## src/lcdbg_pkg.sv

```systemverilog
// Shared types and constants for the LCD mode timing and background line block.
// No dependencies.
package lcdbg_pkg;

    localparam int TilesPerLine = 20;
    localparam int VisibleLines = 144;
    localparam int ColW = 5;
    localparam int VramAw = 13;
    localparam int VramDepth = 8192;
    localparam int QDepth = 2;

    localparam logic [9:0] THblank = 10'd204;
    localparam logic [9:0] TOam = 10'd80;
    localparam logic [9:0] TDraw = 10'd172;
    localparam logic [9:0] TLine = 10'd456;
    localparam logic [7:0] LastLine = 8'd153;
    localparam logic [12:0] MapHiOff = 13'h1C00;
    localparam logic [12:0] MapLoOff = 13'h1800;
    localparam logic [12:0] DataHiOff = 13'h0000;
    localparam logic [12:0] DataLoOff = 13'h0800;
    localparam logic [9:0] AccReset = 10'd4;
    localparam logic [7:0] LcdcReset = 8'h91;

    typedef enum logic [1:0] {
        MODE_HBLANK = 2'd0,
        MODE_VBLANK = 2'd1,
        MODE_OAM    = 2'd2,
        MODE_DRAW   = 2'd3
    } mode_t;

    typedef enum logic [2:0] {
        BK_IDLE,
        BK_CLEAR,
        BK_STATUS,
        BK_RD_IDX,
        BK_RD_LO,
        BK_RD_HI,
        BK_EMIT
    } bk_state_t;

    // Classified command passed from front to back.
    typedef struct packed {
        logic        is_write;
        logic [12:0] addr;
        logic [7:0]  data;
        logic [7:0]  duration;
    } cmd_t;

    typedef struct packed {
        logic        result_kind;
        logic [1:0]  mode;
        logic [7:0]  line;
        logic        vblank_irq;
        logic [4:0]  tile_column;
        logic [15:0] pixels;
        logic        last;
    } res_t;

    function automatic logic [15:0] pack_row(input logic [7:0] lo, input logic [7:0] hi);
        logic [15:0] acc;
        acc = '0;
        for (int k = 0; k < 8; k++) begin
            acc[2*k]   = lo[7-k];
            acc[2*k+1] = hi[7-k];
        end
        return acc;
    endfunction

endpackage

```

## src/lcdbg_out_reg.sv

```systemverilog
// Output register stage for result items.
// Depends on lcdbg_pkg.
module lcdbg_out_reg (
    input  logic             aclk,
    input  logic             aresetn,
    input  logic             r_valid,
    output logic             r_ready,
    input  lcdbg_pkg::res_t  r_data,
    output logic             m_valid,
    input  logic             m_ready,
    output lcdbg_pkg::res_t  m_data
);
    logic            vld_reg, vld_next;
    lcdbg_pkg::res_t dat_reg;

    assign r_ready = !vld_reg || m_ready;
    assign m_valid = vld_reg;
    assign m_data  = dat_reg;
    assign vld_next = r_ready ? r_valid : vld_reg;

    always_ff @(posedge aclk) begin
        if (!aresetn) vld_reg <= 1'b0;
        else          vld_reg <= vld_next;
    end

    always_ff @(posedge aclk) begin
        if (r_ready && r_valid) dat_reg <= r_data;
    end
endmodule

```

## config.mk

```make
export PLATFORM = sky130hd
export DESIGN_NAME = lcdbg_out_reg
export DESIGN_NICKNAME = d
export VERILOG_FILES = /design/src/lcdbg_pkg.sv /design/src/lcdbg_out_reg.sv
export SDC_FILE = /design/constraint.sdc
export NUM_CORES = 1
export LEC_CHECK = 0
export BUFFER_PORTS_ARGS = -buffer_cell sky130_fd_sc_hd__buf_2
export CORE_MARGIN = 2
export CORE_UTILIZATION = 30
export DETAILED_ROUTE_END_ITERATION = 8
export GPL_ROUTABILITY_DRIVEN = 0
export SLEW_MARGIN = 20
export SYNTH_ARGS = -nofsm -noshare
export SYNTH_HDL_FRONTEND = slang
export SYNTH_SLANG_ARGS = --single-unit
```

## constraint.sdc

```tcl
create_clock -name aclk -period 1.3 [get_ports aclk]
set_clock_uncertainty 0.15 [all_clocks]
set_input_delay 0 -clock aclk [delete_from_list [all_inputs] [get_ports aclk]]
set_output_delay 0 -clock aclk [all_outputs]
set_load 0.01 [all_outputs]
```

# Word level (Yosys, flattened, before mapping)
# Cells that the tools add are included.
[totals]
register_bits = 35
in_bits = 38
output_inout_bits = 36
elab_cells = 11
[classes]
reduce_logical = 3
[op_table]
columns = ["operator", "count"]
rows = [
  ["logical AND 1 bit", 1],
  ["zero test 1 bit", 1],
  ["logical OR 1 bit", 1],
]

# Logic depth before layout (Yosys ltp)
[depth]
ltp_word = 3
mapped_depth = 2

# Least setup slack after synthesis
# Ideal clock, no wire load.
[synth_timing]
path_type = "register -> register"
from = "register vld_reg, in the netlist m_valid"
to = "register dat_reg, in the netlist m_data[0], enable pin"
t_arrival_ps = 806
required_time_ps = 807
slack_ps = 1
path_stages_with_launch = 3
path_buffers = 0
synth_period_minus_slack_ps = 1299
path_cell_list = "dfxtp_1 nand2b_4 and2_4"
[synth_between]
elab_chain_len = 3
[synth_rtl]
columns = ["element", "line_no", "text"]
rows = [
  ["start: declaration", "lcdbg_out_reg.sv:13", "logic vld_reg, vld_next;"],
  ["start signal: assignment", "lcdbg_out_reg.sv:23", "else vld_reg <= vld_next;"],
  ["zero test 1 bit", "lcdbg_out_reg.sv:16", "assign r_ready = !vld_reg || m_ready;"],
  ["logical OR 1 bit", "lcdbg_out_reg.sv:16", ""],
  ["named net r_ready", "lcdbg_out_reg.sv:7", "output logic r_ready,"],
  ["logical AND 1 bit", "lcdbg_out_reg.sv:27", "if (r_ready && r_valid) dat_reg <= r_data;"],
  ["end signal: assignment", "lcdbg_out_reg.sv:27", ""],
  ["end: declaration", "lcdbg_out_reg.sv:14", "lcdbg_pkg::res_t dat_reg;"],
]
# The timed path passes the listed nets, and every way through them passes these cells.
# A chain may end at the register's enable or synchronous reset.

# Worst setup path in the final report
[layout_timing]
from = "register vld_reg, in the netlist m_valid"
to = "register dat_reg, in the netlist m_data[15], enable pin"
[layout_between]
elab_chain_len = 3
[layout_rtl]
columns = ["element", "line_no"]
rows = [
  ["zero test 1 bit", "lcdbg_out_reg.sv:16"],
  ["logical OR 1 bit", "lcdbg_out_reg.sv:16"],
  ["logical AND 1 bit", "lcdbg_out_reg.sv:27"],
]
# No other way between the ends.

==> impl_metrics.py <==
metrics = {
    "power": {
        "clock_power_share_pct": 31.2,
        "power_leakage_nw": 0.8603,
        "power_switching_share_pct": 20.08,
        "p_comb_share_pct": 12.4,
        "peakVddDrop_v": 0.0007538,
        "p_int_mw": 1.884,
        "power_density_nw_per_um2": 1185,
        "finalPower_mw": 2.357,
        "seq_power_share_pct": 56.5,
        "switchingPower_uw": 473.3,
    },
    "setup_path": {
        "crit_type": "flip-flop to flip-flop",
        "rr_endpoint": "m_data[15]",
        "critPathArrivalTime_ns": 1.10,
        "worstReg2RegStart": "m_valid",
        "reg2reg_depth": 3,
        "critical-path-top-delay-family": "flip-flops",
        "end_kind": "flip-flop",
        "slowest_delay_ns": 0.35,
        "r2r_slack_ns": 0.09,
        "critPathSlowestCell": "dfxtp_1",
        "cp_max_fo": 21,
        "cp.required_ns": 1.20,
        "cp-start-kind": "flip-flop",
        "critPathBufInv": 1,
        "worstPathCellList": "nand2b_4, and2_4, buf_12",
    },
    "die": {
        "coreArea_um2": 3390,
        "dieWidth_um": 63.96,
        "ioPinCount": 74,
        "dieArea_um2": 4091,
        "start_util_pct": 31.82,
        "std_cell_rows": 21,
        "die_y_um": 63.96,
    },
    "grt": {
        "gr-usage-met1_pct": 11.84,
        "antenna_found_initial": 0,
        "overflow": 0,
        "grt_pass1_wl_um": 3815,
        "met3_usage_pct": 9.331,
        "grt_max_degree": 22,
        "grt_usage_pct": 13.16,
        "grt_use_met2_pct": 22.27,
        "grt_pass1_vias": 871,
        "grt-busiest-layer": "met2",
    },
    "worst_hold_path": {
        "min_to": "m_data[22]",
        "hold_start": "r_data[22]",
        "hold_class": "input pin to flip-flop",
        "worstHoldPathCells": 2,
    },
    "synthesis": {
        "ys_ff_latch": 35,
        "avgSynthCellArea_um2": 27.65,
        "ys_top_cells_by_area": "edfxtp_1 95%, dfxtp_1 1.9%, nand2b_4 1.3%",
        "synth_cell_types": 6,
        "synth_area_um2": 1079,
        "yosysWarnings": 0,
        "syn_inst": 39,
        "syn_nets": 77,
        "yosysTopAreaCell": "edfxtp_1",
        "yosysTopAreaCellShare_pct": 94.66,
        "synth.yosys.seq_area_share_pct": 96.52,
    },
    "clocking": {
        "htreeDepth": 2,
        "cts_tree": "done",
        "cts_resized": 0,
        "clockBufferDepth": 2,
        "cts.reportedPaths.clkPinSlew_ns": 0.10,
        "clock-sinks": 35,
        "clock_latency_ns": 0.33,
        "cts_setup_buffers": 0,
        "ctsRootBufferMaster": "clkbuf_4",
        "numCtsBuffers": 5,
        "cts_hold_buf": 37,
    },
    "place": {
        "dp_cells": 160,
        "dpl_cell_area_um2": 1541,
        "port_buffers": 73,
    },
    "finish": {
        "fillers": 258,
        "diodes": 0,
        "areaGrowthSynthToFinish_pct": 84.34,
        "drive_gt1_share_pct": 53.46,
        "instances_no_fill": 205,
        "multiInputGateArea_um2": 33.78,
        "final_net_count": 196,
        "final_cell_area_um2": 1988,
        "regArea_um2": 1041,
        "layout_common_cells": "73 x buf_2, 37 x dlygate4sd3_1, 34 x edfxtp_1, 5 x clkbuf_4, 2 x buf_12",
        "layout_commonest_cell": "buf_2",
    },
    "detailed_routing": {
        "wl_per_cell_um": 12.37,
        "dr.first_iter.drc_count": 9,
        "ant_nets": 0,
        "drc": 0,
        "drt-total-wl_um": 2535,
        "viasPerCell": 4.029,
        "vias": 826,
        "first_pass_iters": 2,
    },
    "timing": {
        "tightest_slew_ns": 0.1270,
        "setup_viol": 0,
        "fmax_ghz": 0.8288,
        "hold_violations": 0,
        "rsz0062_at_grt": "false",
        "finalMaxSlewViolations": 0,
        "setup_tns_ns": 0,
        "min_period_ns": 1.207,
        "fin_crit_sh_pct": 92.81,
        "slew_headroom_pct": 91.52,
    },
    "run": {
        "cap_violations": 0,
    },
    "outcome": {
        "outcome": "finished clean",
    },
}
worst max-delay path by stage:
stage               startpoint          to  cells past startpoint
finish                 m_valid  m_data[15]                      3
global route           m_valid  m_data[28]                      3
CTS                    m_valid  m_data[15]                      3
detailed placement     m_valid   m_data[1]                      3
global placement       m_valid  m_data[15]                      3
floorplan              m_valid   m_data[0]                      2
cell usage after synthesis:
cell type and n:
edfxtp_1 34, nand2b_4 1, dfxtp_1 1, and2_4 1, inv_1 1, a21boi_2 1
final cells by class:
class | count | area share (%)
well taps | 46 | 2.895
multi-input cells | 3 | 1.699
clock buffers | 5 | 1.888
clock inverters | 3 | 1.951
repair buffers | 112 | 39.02
flip-flops and latches | 35 | 52.36
inverters | 1 | 0.1888
kinds of logic after synthesis:
kind of cell	share of synthesized area (%)
AND/OR/NAND/NOR	2.088
AO/OA/AOI/OAI	1.044
flip-flops	96.52
buffers and inverters	0.3477
power groups by stage:
stage	combinational [mW]	sequential [mW]	clock, mW
after floorplan	0.0289	1.39	0
after detailed placement	0.205	1.36	0
after CTS	0.289	1.33	0.778
after global routing	0.316	1.34	0.812
final	0.291	1.33	0.735
after global placement	0.202	1.35	0
metrics by stage:
stage	setup WS, ns	hold slack (ns)	util [%]
floorplan	0.001363	-0.05113	-
global placement	0.1266	0.02672	45.48
detailed placement	0.1067	0.02809	45.48
CTS	0.09203	0.1943	58.66
global route	0.06989	0.2070	58.66
finish	0.09343	0.2239	58.66
routing by layer:
metal	vias to the layer above	share of wire, %
met3	6	13
met2	52	51
met1	376	34
li1	392	-
met5	-	0
met4	0	1.7
state kept, by name, indices dropped and copies added, names as in the netlist:
signal and flops:
m_valid 1, m_data 34
worst reg2reg max path, delay by kind of cell (launching register included):
| family | cells | cell delay [ns] |
|---|---|---|
| simple gates | 2 | 0.26 |
| flops | 1 | 0.35 |
| buf+inv | 1 | 0.17 |
No activity file was read; power rests on OpenSTA's default activity.
