## src/lcdbg_pkg.sv

```systemverilog
// Shared types and constants for the LCD mode timing and background line block.
// No dependencies.
package lcdbg_pkg;

    localparam int TilesPerLine = 20;
    localparam int VisibleLines = 144;
    localparam int ColW = 5;
    localparam int VramAw = 13;
    localparam int VramDepth = 8192;
    localparam int QDepth = 2;

    localparam logic [9:0] THblank = 10'd204;
    localparam logic [9:0] TOam = 10'd80;
    localparam logic [9:0] TDraw = 10'd172;
    localparam logic [9:0] TLine = 10'd456;
    localparam logic [7:0] LastLine = 8'd153;
    localparam logic [12:0] MapHiOff = 13'h1C00;
    localparam logic [12:0] MapLoOff = 13'h1800;
    localparam logic [12:0] DataHiOff = 13'h0000;
    localparam logic [12:0] DataLoOff = 13'h0800;
    localparam logic [9:0] AccReset = 10'd4;
    localparam logic [7:0] LcdcReset = 8'h91;

    typedef enum logic [1:0] {
        MODE_HBLANK = 2'd0,
        MODE_VBLANK = 2'd1,
        MODE_OAM    = 2'd2,
        MODE_DRAW   = 2'd3
    } mode_t;

    typedef enum logic [2:0] {
        BK_IDLE,
        BK_CLEAR,
        BK_STATUS,
        BK_RD_IDX,
        BK_RD_LO,
        BK_RD_HI,
        BK_EMIT
    } bk_state_t;

    // Classified command passed from front to back.
    typedef struct packed {
        logic        is_write;
        logic [12:0] addr;
        logic [7:0]  data;
        logic [7:0]  duration;
    } cmd_t;

    typedef struct packed {
        logic        result_kind;
        logic [1:0]  mode;
        logic [7:0]  line;
        logic        vblank_irq;
        logic [4:0]  tile_column;
        logic [15:0] pixels;
        logic        last;
    } res_t;

    function automatic logic [15:0] pack_row(input logic [7:0] lo, input logic [7:0] hi);
        logic [15:0] acc;
        acc = '0;
        for (int k = 0; k < 8; k++) begin
            acc[2*k]   = lo[7-k];
            acc[2*k+1] = hi[7-k];
        end
        return acc;
    endfunction

endpackage

```

## src/lcdbg_front.sv

```systemverilog
// Front part: accepts input items and queues classified commands.
// Depends on lcdbg_pkg.
module lcdbg_front (
    input  logic              aclk,
    input  logic              aresetn,
    input  logic              in_valid,
    output logic              in_ready,
    input  lcdbg_pkg::cmd_t   in_cmd,
    output logic              q_valid,
    input  logic              q_ready,
    output lcdbg_pkg::cmd_t   q_cmd
);
    lcdbg_pkg::cmd_t mem_reg [lcdbg_pkg::QDepth];
    logic            wp_reg, wp_next, rp_reg, rp_next;
    logic [1:0]      cnt_reg, cnt_next;
    logic            push, pop;

    assign in_ready = (cnt_reg != 2'(lcdbg_pkg::QDepth));
    assign q_valid  = (cnt_reg != 2'd0);
    assign q_cmd    = mem_reg[rp_reg];
    assign push     = in_valid && in_ready;
    assign pop      = q_valid && q_ready;

    always_comb begin
        wp_next  = wp_reg + 1'(push);
        rp_next  = rp_reg + 1'(pop);
        cnt_next = cnt_reg + 2'(push) - 2'(pop);
    end

    always_ff @(posedge aclk) begin
        if (!aresetn) begin
            wp_reg  <= 1'b0;
            rp_reg  <= 1'b0;
            cnt_reg <= 2'd0;
        end else begin
            wp_reg  <= wp_next;
            rp_reg  <= rp_next;
            cnt_reg <= cnt_next;
        end
    end

    always_ff @(posedge aclk) begin
        if (push) begin
            mem_reg[wp_reg] <= in_cmd;
        end
    end
endmodule

```

## config.mk

```make
export PLATFORM = sky130hd
export DESIGN_NAME = lcdbg_front
export DESIGN_NICKNAME = d
export VERILOG_FILES = /design/src/lcdbg_pkg.sv /design/src/lcdbg_front.sv
export SDC_FILE = /design/constraint.sdc
export NUM_CORES = 1
export LEC_CHECK = 0
export BUFFER_PORTS_ARGS = -buffer_cell sky130_fd_sc_hd__buf_2
export CORE_ASPECT_RATIO = 1.5
export CORE_UTILIZATION = 45
export CTS_CLUSTER_SIZE = 16
export DETAILED_ROUTE_END_ITERATION = 10
export GPL_TIMING_DRIVEN = 0
export PLACE_DENSITY = 0.68
export SLEW_MARGIN = 0
export SYNTH_ARGS = -nofsm -noshare
export SYNTH_HDL_FRONTEND = slang
export SYNTH_SLANG_ARGS = --single-unit
```

## constraint.sdc

```tcl
create_clock -name aclk -period 4.3 [get_ports aclk]
set_input_delay 0.86 -clock aclk [delete_from_list [all_inputs] [get_ports aclk]]
set_output_delay 0.86 -clock aclk [all_outputs]
set_load 0.01 [all_outputs]
```

* Yosys cells after proc, flatten, opt, wreduce, memory -nomap -nowiden
Memory sizes are Yosys's and may differ from the RTL's. A register that Yosys moved wholly into a read port is not among the register bits.
Index checks and enable logic that the tools add are counted.
** Storage, ports and cells
- Input port bits :: 34
- Memories :: 1
- Output and inout bits :: 32
- RAM bits :: 60
- Logic and storage cells :: 15
- Register bits :: 4
** Memories
- mem_reg :: words 2, bits a word 30, rd ports 1, clocked after memory_dff 1, write ports 1, RTL line lcdbg_front.sv:13 : lcdbg_pkg::cmd_t mem_reg [lcdbg_pkg::QDepth];
** Cells by class
- Equality and inequality tests :: 1
- $add $sub $neg :: 4
- Mux-type cells :: 3
- Reduce and logical (&&, ||, !) cells :: 3
** Operators with widths (count)
- 2-to-1 mux 1 bit :: 3
- adder 1 bit :: 2
- adder 2 x 1 -> 2 bit :: 1
- logical AND 1 bit :: 2
- inequality test 2 bit, second input constant :: 1
- nonzero test 2 bit :: 1
- subtractor 2 x 1 -> 2 bit :: 1

* Longest topological paths before layout
- Depth after elaboration :: 4
- Mapped depth :: 6
- Depth with buffers taken out :: 6

* Least setup slack after synthesis
OpenSTA, ideal clock, no wires.
- Path kind :: input -> register
- Start point :: input port in_valid
- End point :: memory mem_reg[0][0] (netlist bit), enable pin
- Arrival :: 1.751 ns
- Path buffers :: 0
- Stages on the path :: 2
- Data required time :: 3.910 ns
- Setup time :: 0.390 ns
- Setup slack :: 2.159 ns
- Cells stage by stage :: and2_1 ha_1
** On the way
- Cells in the longest elaborated chain, start to end :: 3
** Ends and longest elaborated chain
- start, declared :: RTL line lcdbg_front.sv:6 : input logic in_valid,
- logical AND 1 bit :: RTL line lcdbg_front.sv:21 : assign push = in_valid && in_ready;
- 2-to-1 mux 1 bit :: RTL line lcdbg_front.sv:43 : if (push) begin
- 2-to-1 mux 1 bit (implied by the code) :: RTL line lcdbg_front.sv:44 : mem_reg[wp_reg] <= in_cmd;
- end, declared :: RTL line lcdbg_front.sv:13
Every way passes these cells.

==> summary.txt <==
Floorplan
  • Initial core utilization: 46.80%
  • Floorplan core area: 5165 um2
  • Die height: 91.77 um
  • Total I/O pin count: 66
  • DIE AREA: 5675 um2
  • Rows: 32
  • Overall die width: 61.85 um

Route
  • Initial DRT Pass Iterations: 4
  • Drt initial violations: 33
  • Overall via count from detail_route: 1,313
  • # DRC: 0
  • Overall routed net length: 4091 um
  • Antenna Nets Post-Route: 0
  • Routed length per instance: 15.10 um
  • Number of vias per cell after detailed routing: 4.845

STA
  • Transition time at the pin with the least slew margin: 0.7538 ns
  • Period utilisation layout: 53.07%
  • Slew margin rel.: 49.75%
  • Final setup skew: 0.008009 ns
  • Pins Over Slew Limit: 0
  • Setup Viol. Count Final: 0
  • Worst setup slack after layout: 2.018 ns
  • Final Hold Fails: 0
  • Unrepaired setup endpoints after global routing: false
  • Period minus WS final: 2.282 ns
  • Fmax: 438.2 MHz
  • Setup_tns: 0 ns

Clock network
  • CTS root buf: sky130_fd_sc_hd__clkbuf_8
  • Clock tree sinks: 65
  • Number of buffers on the longest clock path: 2
  • Number of buffers added to fix hold violations after cts: 0
  • Number of clock buffers inserted by TritonCTS: 9
  • Clock Latency Late Sink: 0.33 ns
  • Setup repair bufs after CTS: 0
  • CTS HTree Levels: 3
  • Clock tree from TritonCTS: yes
  • Count of instances resized after the clock tree is built: 0
  • Clock transition at the registers of the reported paths: 0.06 ns

Cells and area
  • Count of non-filler cells in the finished layout: 271
  • Register cell area after layout: 1902 um2
  • Area overhead of the layout relative to synthesis: 24.48%
  • Post-layout net count: 234
  • Area taken by multi-input logic gates: 500.5 um2
  • Fill cell count: 419
  • Ratio of cells with drive above 1 in the final layout: 55.17%
  • Number of antenna diodes: 0
  • Final design instance area without fill: 3009 um2
  • Post-Route Utilization: 58.26%
  • Number of flip-flops in the largest register: 60

Synthesis
  • Register bit total from synthesis: 65
  • Number of enable-type register cells in the synthesized netlist: 60
  • Cell area after technology mapping: 2417 um2
  • FFs w/ async S/R, synth: 0%
  • Warnings, synthesis: 0
  • Post-synthesis instance total: 122
  • Number of distinct library cells after synthesis: 20
  • Prevailing post-synth register cell: sky130_fd_sc_hd__edfxtp_1
  • Number of nets in the synthesized netlist: 158
  • Mean instance size in the synthesized netlist: 19.81 um2
  • Part of the Yosys area used for sequential elements: 78.67%

Hold path
  • Launch point of the worst hold path: wp_reg$_SDFF_PN0_
  • Class of the most critical hold timing path: register to register
  • Number of stages on the worst hold path: 3
  • Worst Hold End: wp_reg$_SDFF_PN0_

Place
  • Buffers added on ports: 65
  • Half-perimeter wire length after detailed placement: 2780 um
  • Cell area reported after detailed placement: 2828 um2
  • Final RePlAce weighted congestion: 0.6527
  • Placement-stage worst setup slack: 1.578 ns
  • Cell total after placement: 255

Pwr
  • Static Leakage: 1.148 nW
  • Peak supply drop: 0.0003429 V
  • Pwr Density: 546.1 nW/um2

Critical path
  • RR Startpoint: cnt_reg[0]$_SDFF_PN0_
  • Crit path launch type: register
  • Endpoint arrival time on the critical path: 1.42 ns
  • Endpoint type of the worst setup path: output port
  • Classification of the worst setup path: register to output port
  • Maximum fanout count along the critical path: 10
  • Worst R2R End: mem_reg[0][24]$_DFFE_PP_
  • Number of cell instances on the worst register-to-register path: 3
  • Flop2flop setup slack: 2.48 ns
  • Required arrival time at the worst endpoint: 3.44 ns

Global routing
  • Overall routing resource usage: 16.19%
  • Wire length of the first global-routing pass: 6389 um
  • Number of global-route vias before repair: 1,407
  • Total global routing overflow: 0
  • Antenna violations before repair: 0
  • Maximum number of pins on one net before global-route repair: 31

Run status
  • Outcome: finished, final reports clean

Job
  • Number of maximum-capacitance violations: 0
## logic make-up after synthesis
kind of cell / after synthesis / synth area share, %
xor+xnor: 1 / 0.3624
mux: 31 / 14.39
compound gates: 5 / 1.501
buf+inv: 4 / 0.7761
fa+ha+maj: 2 / 1.035
simple gates: 14 / 3.261
flops: 65 / 78.68
## stage by stage
step / power (mW) / hold WS [ns]
floorplan: 1.051 / 0.5255
finish: 1.643 / 0.5929
global placement: 1.173 / 0.5333
detailed placement: 1.191 / 0.5689
CTS: 1.665 / 0.5778
global route: 1.726 / 0.6223
## layer usage
metal	wire [um]	track usage (%)
met1	1511	17.23
met2	2307	27.33
met3	175	5.501
met4	97	7.963
met5	0	0
## synthesized netlist by cell type, types with 2 or more instances
cell / n / area share [%]
sky130_fd_sc_hd__ha_1: 2 / 1.0
sky130_fd_sc_hd__buf_2: 3 / 0.62
sky130_fd_sc_hd__nor2b_1: 2 / 0.52
sky130_fd_sc_hd__o21ai_0: 2 / 0.41
sky130_fd_sc_hd__nor2_1: 2 / 0.31
sky130_fd_sc_hd__edfxtp_1: 60 / 75
sky130_fd_sc_hd__and2_1: 4 / 1.0
sky130_fd_sc_hd__nand2b_1: 2 / 0.52
sky130_fd_sc_hd__dfxtp_1: 5 / 4.1
sky130_fd_sc_hd__mux2_2: 30 / 14
## worst max-delay path by stage
stage,depth (start not counted),end,slack (ns),startpoint
6_report,3,q_cmd[8],2.02,register
5_1_grt,3,q_cmd[21],1.90,register
4_1_cts,3,mem_reg[0][11]$_DFFE_PP_,1.94,in_valid
3_5_place_dp,3,mem_reg[0][15]$_DFFE_PP_,1.58,in_valid
3_3_place_gp,3,mem_reg[0][25]$_DFFE_PP_,1.68,in_valid
2_1_floorplan,2,mem_reg[0][0]$_DFFE_PP_,2.16,in_valid
## final cells by class
type                       instances  share of cell area (%)
buffer                             3                  0.4990
clock buffer                      11                   4.366
clock inverter                     5                   1.538
inverter                           1                  0.1247
multi-input combinational         53                   16.63
sequential                        65                   63.20
tap                               68                   2.827
timing repair buffer              65                   10.81
## cells in the final DEF (no fill, tap or decap)
cell                        count
sky130_fd_sc_hd__clkinv_1       3
sky130_fd_sc_hd__nand2_1        1
sky130_fd_sc_hd__a211oi_1       1
sky130_fd_sc_hd__clkbuf_8       9
sky130_fd_sc_hd__or2_2          1
sky130_fd_sc_hd__and3_2         1
sky130_fd_sc_hd__a32oi_1        1
sky130_fd_sc_hd__and2_1         4
sky130_fd_sc_hd__edfxtp_1      60
sky130_fd_sc_hd__mux2_2        30
sky130_fd_sc_hd__mux2i_1        1
sky130_fd_sc_hd__nor2b_1        2
sky130_fd_sc_hd__a21bo_1        1
sky130_fd_sc_hd__clkinv_2       1
sky130_fd_sc_hd__nor2_1         2
sky130_fd_sc_hd__inv_1          1
sky130_fd_sc_hd__nand2b_1       2
sky130_fd_sc_hd__o21ai_0        2
sky130_fd_sc_hd__buf_2         68
sky130_fd_sc_hd__xnor2_1        1
sky130_fd_sc_hd__dfxtp_1        5
sky130_fd_sc_hd__ha_1           1
sky130_fd_sc_hd__clkbuf_1       2
sky130_fd_sc_hd__ha_2           1
sky130_fd_sc_hd__bufinv_16      1
sky130_fd_sc_hd__nand3_1        1
## power breakdown
group | internal [mW] | switching (mW)
combinational | 0.175 | 0.183
sequential | 0.784 | 0.0271
clock | 0.261 | 0.212
total | 1.22 | 0.422
## critical path, stage by stage, from the launching register on
cell,delay (ns)
sky130_fd_sc_hd__dfxtp_1,0.33
sky130_fd_sc_hd__buf_2,0.24
sky130_fd_sc_hd__mux2_2,0.38
sky130_fd_sc_hd__buf_2,0.14
Note: power is estimated with default switching activity, not from simulation.
